[config.mk]
export PLATFORM = sky130hd
export DESIGN_NAME = pfla_useq
export DESIGN_NICKNAME = d
export VERILOG_FILES = /design/src/hw/rtl/pfla_pkg.sv /design/src/hw/rtl/pfla_useq.sv
export SDC_FILE = /design/constraint.sdc
export NUM_CORES = 1
export LEC_CHECK = 0
export BUFFER_PORTS_ARGS = -buffer_cell sky130_fd_sc_hd__buf_2
export CORE_MARGIN = 3
export CORE_UTILIZATION = 39
export CTS_CLUSTER_SIZE = 10
export DETAILED_ROUTE_END_ITERATION = 6
export PLACE_DENSITY_LB_ADDON = 0.08
export SLEW_MARGIN = 5
export SYNTH_ARGS = -nofsm -noshare
export SYNTH_HDL_FRONTEND = slang
export SYNTH_SLANG_ARGS = --single-unit
[constraint.sdc]
create_clock -name i_clk -period 5.8 [get_ports i_clk]
set_clock_uncertainty 0.15 [all_clocks]
set_input_delay 1.74 -clock i_clk [delete_from_list [all_inputs] [get_ports i_clk]]
set_output_delay 1.74 -clock i_clk [all_outputs]
set_load 0.01 [all_outputs]
[src/hw/rtl/pfla_pkg.sv]
// Shared types, constants and the control store for the page free-list allocator.
// Depends on nothing; every other file of the allocator but pfla_ram imports it.
`default_nettype none

package pfla_pkg;

    localparam int MAX_PAGES = 1024;
    localparam int PAGE_W    = 10;
    localparam int ADDR_W    = $clog2(MAX_PAGES);
    localparam int BUMP_W    = $clog2(MAX_PAGES + 1);
    localparam int UPC_W     = 4;

    localparam logic [BUMP_W-1:0] MAX_PAGES_B = BUMP_W'(MAX_PAGES);

    typedef logic [PAGE_W-1:0] t_page;
    typedef logic [BUMP_W-1:0] t_bump;
    typedef logic [UPC_W-1:0]  t_upc;

    typedef enum logic {
        OP_ALLOC = 1'b0,
        OP_FREE  = 1'b1
    } t_op;

    typedef enum logic [1:0] {
        ST_OK           = 2'd0,
        ST_INVALID      = 2'd1,
        ST_ALREADY_FREE = 2'd2,
        ST_FULL         = 2'd3
    } t_status;

    typedef struct packed {
        t_op   op;
        t_page page;
    } t_req;

    typedef struct packed {
        t_page   granted_page;
        t_status status;
    } t_rsp;

    // Datapath actions, one per microinstruction.
    typedef enum logic [3:0] {
        A_NONE,
        A_ACCEPT,
        A_RD_HEAD,
        A_POP,
        A_BUMP,
        A_CUR_INIT,
        A_RD_CUR,
        A_STEP_CUR,
        A_LINK,
        A_RESULT,
        A_EMIT
    } t_act;

    // Branch conditions tested by the sequencer.
    typedef enum logic [3:0] {
        C_NEVER,
        C_ALWAYS,
        C_NO_INPUT,
        C_OP_FREE,
        C_HEAD_ZERO,
        C_BUMP_FULL,
        C_PG_INVALID,
        C_CUR_END,
        C_CUR_MATCH,
        C_OUT_BUSY
    } t_cond;

    typedef struct packed {
        t_act    act;
        t_cond   cond;
        t_upc    jmp;
        t_status st;
    } t_uword;

    // Status flags from the datapath to the sequencer.
    typedef struct packed {
        logic in_valid;
        logic op_free;
        logic head_zero;
        logic bump_full;
        logic pg_invalid;
        logic cur_end;
        logic cur_match;
        logic out_busy;
    } t_flags;

    localparam t_upc U_WAIT     = 4'd0;
    localparam t_upc U_DISPATCH = 4'd1;
    localparam t_upc U_ALLOC    = 4'd2;
    localparam t_upc U_POP      = 4'd3;
    localparam t_upc U_BUMPCHK  = 4'd4;
    localparam t_upc U_BUMP     = 4'd5;
    localparam t_upc U_FREE     = 4'd6;
    localparam t_upc U_WALK     = 4'd7;
    localparam t_upc U_CHECK    = 4'd8;
    localparam t_upc U_LOOP     = 4'd9;
    localparam t_upc U_LINK     = 4'd10;
    localparam t_upc U_FULL     = 4'd11;
    localparam t_upc U_INVALID  = 4'd12;
    localparam t_upc U_DUP      = 4'd13;
    localparam t_upc U_EMIT     = 4'd15;

    // Control store. A taken condition loads jmp, otherwise the step counter
    // advances; the emit step sits last so that falling through wraps to wait.
    function automatic t_uword ucode(t_upc a);
        t_uword w;
        unique case (a)
            U_WAIT:     w = '{A_ACCEPT,   C_NO_INPUT,   U_WAIT,    ST_OK};
            U_DISPATCH: w = '{A_NONE,     C_OP_FREE,    U_FREE,    ST_OK};
            U_ALLOC:    w = '{A_RD_HEAD,  C_HEAD_ZERO,  U_BUMPCHK, ST_OK};
            U_POP:      w = '{A_POP,      C_ALWAYS,     U_EMIT,    ST_OK};
            U_BUMPCHK:  w = '{A_NONE,     C_BUMP_FULL,  U_FULL,    ST_OK};
            U_BUMP:     w = '{A_BUMP,     C_ALWAYS,     U_EMIT,    ST_OK};
            U_FREE:     w = '{A_CUR_INIT, C_PG_INVALID, U_INVALID, ST_OK};
            U_WALK:     w = '{A_RD_CUR,   C_CUR_END,    U_LINK,    ST_OK};
            U_CHECK:    w = '{A_STEP_CUR, C_CUR_MATCH,  U_DUP,     ST_OK};
            U_LOOP:     w = '{A_NONE,     C_ALWAYS,     U_WALK,    ST_OK};
            U_LINK:     w = '{A_LINK,     C_ALWAYS,     U_EMIT,    ST_OK};
            U_FULL:     w = '{A_RESULT,   C_ALWAYS,     U_EMIT,    ST_FULL};
            U_INVALID:  w = '{A_RESULT,   C_ALWAYS,     U_EMIT,    ST_INVALID};
            U_DUP:      w = '{A_RESULT,   C_ALWAYS,     U_EMIT,    ST_ALREADY_FREE};
            U_EMIT:     w = '{A_EMIT,     C_OUT_BUSY,   U_EMIT,    ST_OK};
            default:    w = '{A_NONE,     C_ALWAYS,     U_WAIT,    ST_OK};
        endcase
        return w;
    endfunction

endpackage

`default_nettype wire

[src/hw/rtl/pfla_useq.sv]
// Microprogram sequencer: step counter, control store lookup and branch logic.
// Depends on pfla_pkg for the control word, flags and the control store.
`default_nettype none

module pfla_useq (
    input  wire logic            i_clk,
    input  wire logic            i_rst_n,
    input  wire pfla_pkg::t_flags i_flags,
    output pfla_pkg::t_upc       o_upc,
    output pfla_pkg::t_uword     o_uword
);
    import pfla_pkg::*;

    t_upc   r_upc;
    t_upc   n_upc;
    t_uword uw;
    logic   taken;

    assign uw = ucode(r_upc);

    always_comb begin
        unique case (uw.cond)
            C_NEVER:      taken = 1'b0;
            C_ALWAYS:     taken = 1'b1;
            C_NO_INPUT:   taken = !i_flags.in_valid;
            C_OP_FREE:    taken = i_flags.op_free;
            C_HEAD_ZERO:  taken = i_flags.head_zero;
            C_BUMP_FULL:  taken = i_flags.bump_full;
            C_PG_INVALID: taken = i_flags.pg_invalid;
            C_CUR_END:    taken = i_flags.cur_end;
            C_CUR_MATCH:  taken = i_flags.cur_match;
            C_OUT_BUSY:   taken = i_flags.out_busy;
            default:      taken = 1'b0;
        endcase
        n_upc = taken ? uw.jmp : r_upc + 1'b1;
    end

    always_ff @(posedge i_clk) begin
        if (!i_rst_n) begin
            r_upc <= U_WAIT;
        end else begin
            r_upc <= n_upc;
        end
    end

    assign o_upc   = r_upc;
    assign o_uword = uw;

endmodule

`default_nettype wire

Word level (Yosys, flattened, before mapping)
Memories as Yosys holds them, arrays and structs flattened. A register that Yosys moved wholly into a read port is not among the register bits.
Cells that the tools add are included.
- register bits after elaboration: 4
- ROM bits: 224
- input bits: 10
- output and inout bits: 18
- word-level logic and storage cells: 16
- memories kept: 1
- memories (memory ; words ; bits a word ; read ports ; clocked after memory_dff ; wr ports ; line ; RTL):
    (name not given) ; 16 ; 14 ; 1 ; 1 ; 0 ; pfla_pkg.sv:109 ; unique case (a)
- add/subtract/negate cells: 1
- equal/unequal tests: 9
- multiplexer cells: 3
- reduce and logical (&&, ||, !) cells: 1
- operators by type and width (operator ; count):
    == test 4 x 3 -> 1 bit (second input constant) ; 4
    one-hot mux 1 bit (9 select lines) ; 1
    == test 4 x 2 -> 1 bit (second input constant) ; 2
    == test 4 bit (second input constant) ; 2
    2-to-1 mux 4 bit ; 2
    adder 4 x 1 -> 4 bit (second input constant) ; 1
    == test 4 x 1 -> 1 bit (second input constant) ; 1
    logical NOT 1 bit ; 1

Depth between registers and ports, before layout
- depth after elaboration: 4
- gate-level depth with buffers: 11
- mapped depth without buffers: 10

Worst setup path before layout
No wires, ideal clock.
- kind: in2reg
- from: input port i_flags[4] (netlist name)
- to: register o_uword[4] (netlist name)
- arrival: 3430 ps
- required time: 5524 ps
- path slack: 2095 ps
- stages on the path: 10
- path buffers: 1
- path through: mux2_2 > or3_1 > nand4_4 > buf_6 > nor2_1 > a21oi_1 > nand2_1 > ha_1 > mux2i_1 > a21oi_1
- longest elaborated chain between the ends: 3
- ends and longest elaborated chain (item ; line ; RTL):
    start: declaration ; pfla_useq.sv:8 ; input wire pfla_pkg::t_flags i_flags,
    one-hot mux 1 bit (9 select lines) ; pfla_useq.sv:22 ; unique case (uw.cond)
    2-to-1 mux 4 bit ; pfla_useq.sv:35 ; n_upc = taken ? uw.jmp : r_upc + 1'b1;
    2-to-1 mux 4 bit (no source line) ; n/a ;
No other way between the ends.
A chain may end at the register's enable or synchronous reset.

Final worst setup path
- from: input port i_flags[4] (netlist name)
- to: register o_uword[5] (netlist name)
- longest elaborated chain between the ends: 3
- ends and longest elaborated chain (item ; line):
    one-hot mux 1 bit (9 select lines) ; pfla_useq.sv:22
    2-to-1 mux 4 bit ; pfla_useq.sv:35
    2-to-1 mux 4 bit (no source line) ; n/a
No other way between the ends.

==> metrics <==
Starting Density 0.418; Final WS setup 2020 ps; crit end category flop; Die Y 58.0 um; I/O Pins 28; fin crit period 3780 ps; Clk pwr share 0.096; post-route ant nets 0; clock buffer depth 2; Post-CTS Setup Inserts 0; DRC 0; critical path startpoint category input pin; core area between 0.002 and 0.003 mm2; Synth Instances about 120; hold_buf cts 0; Final Max Tran Viols 0; Post-Syn Nets about 130; DIE AREA 0.00336 mm2; Net Sw Power around 370 uW; VDD IR max 291 uV; Post-synth EDFFs 0; most frequent cells in the layout buf_2 (27), dfxtp_1 (18), mux2i_1 (11); Post-CTS Resized 0; DRT iter0 DRCs 36; Worst-Margin Slew 547 ps; most common cell after layout, fill and taps aside buf_2; post-synthesis sequential area ratio 0.342; required time of the critical path slightly below 6000 ps; Comb pwr share 0.616; CTS tree built; Leakage between 0.0005 and 0.0006 uW; routed vias between 800 and 900; fin nets 161; ratio of cells with drive above 1 in the final layout 0.289; Root Buffer clkbuf_4; setup violators final 0; critical path type in2reg; Mapped Area 0.00105 mm2; RSZ-0062 raised after global routing no; sequential share of power 0.288; status completed; Final period util 0.652; post-synth cell types 39; Total GRT Usage 0.146; Cell Rows 18; vias in the first global route approximately 840; antenna violations before repair 0; fmax 264 MHz; Detailed Place HPWL 1.84 mm; Mapped Avg Cell Area 9.16 um2; Post-synth ARST share 0; htree depth 1; final global-route overflow total 0; Slew headroom 0.634; Detailed Routing Iterations Pass 1 4; fin util 0.487; largest net degree at the start of global routing 18; Overall Power 797 uW; top_reg_cell synth dfxtp_1; placer's final routability congestion estimate 0.846; final hold violation count 0; ANT cells 0; DP Worst Slack roughly 1700 ps; Switching Share 0.471; TritonCTS buffer count 3; Max Fanout on Critical Path 13; Die X 58.0 um; Worst-path clk slew 100 ps; PD cells between 600 and 700 mW/mm2; area grow syn2layout 16.6%; vias per cell 5.15; first-pass GRT wire length 3.77 mm; clock sink count 18; worst skew pair latency 290 ps; FF+latch count, synth 18; TNS Setup 0 ps; WP data arrival 3780 ps; YS warnings 0; wire per inst about 13 um; Int Pwr around 420 uW; IO buf count 27; max cap viols 0; Hold Crit Class reg2reg; routed wire length 2.31 mm
critical path, stage by stage:
cell	delay, ps
buf_2	90
mux2_2	250
or3_1	370
nand4_4	200
mux2i_1	130
nor2b_1	320
ha_1	250
inv_1	70
nor3_1	260
a21oi_1	100
worst paths after layout:
path | startpoint | endpoint | slack (ps) | cells past startpoint
max reg2reg | o_uword[6]$_DFF_P_ | o_uword[5]$_DFF_P_ | 2980 | 9
max | i_flags[4] | o_uword[5]$_DFF_P_ | 2020 | 10
min | o_uword[3]$_DFF_P_ | o_upc[1]$_SDFF_PN0_ | 490 | 2
min reg2reg | o_uword[3]$_DFF_P_ | o_upc[1]$_SDFF_PN0_ | 490 | 2
layer usage:
metal	up-vias	global-route usage	part of all wire
li1	466	-	-
met1	400	0.191	0.46
met2	18	0.234	0.49
met3	2	0.0223	0.043
met4	0	0.0695	0.0061
met5	-	0	0
per-stage QoR:
step	cell area [um2]	cells	hold slack (ps)
after global routing	1230	172	534
after floorplan	1050	115	459
after CTS	1230	172	498
after detailed placement	1190	168	482
after global placement	1190	168	484
final	1230	172	492
flip-flops by register name (all words and copies together) (netlist names):
register  count
o_upc         4
o_uword      14
cells in the mapped netlist, drive strengths merged (2+ instances only):
library cell / instances / area share
nor2b: 3 / 0.020
and2: 2 / 0.012
o211ai: 2 / 0.019
a21oi: 6 / 0.029
mux2i: 11 / 0.10
inv: 6 / 0.021
dfxtp: 18 / 0.34
o21ai: 5 / 0.024
nor3: 5 / 0.024
mux2: 2 / 0.025
and3: 2 / 0.012
o22ai: 2 / 0.012
xnor2: 2 / 0.017
nand2: 10 / 0.036
or3: 2 / 0.012
nand3: 2 / 0.0095
buf: 3 / 0.029
a31oi: 2 / 0.018
nor2: 10 / 0.036
ha: 8 / 0.095
power by group through the flow:
stage                     Sequential (uW)  Clock, uW  Combinational (uW)
after global placement                232          0                 496
after CTS                             231       79.0                 496
after detailed placement              234          0                 495
after global routing                  238       84.1                 549
final                                 229       76.2                 491
after floorplan                       248          0                 368
cell type report:
type,instances,area [um2]
clock buffers,4,36.3
fillers,270,1290
inverters,7,27.5
multi-input cells,86,632
flip-flops and latches,18,360
well taps,30,37.5
repair buffers,27,135
cells by family after synthesis:
group,count (synthesis),synth area share
flops,18,0.342
mux,13,0.129
buf+inv,11,0.0582
compound gates,24,0.163
xor+xnor,3,0.0249
simple gates,38,0.188
fa+ha+maj,8,0.0950
Power figures use the tool's default switching activity.
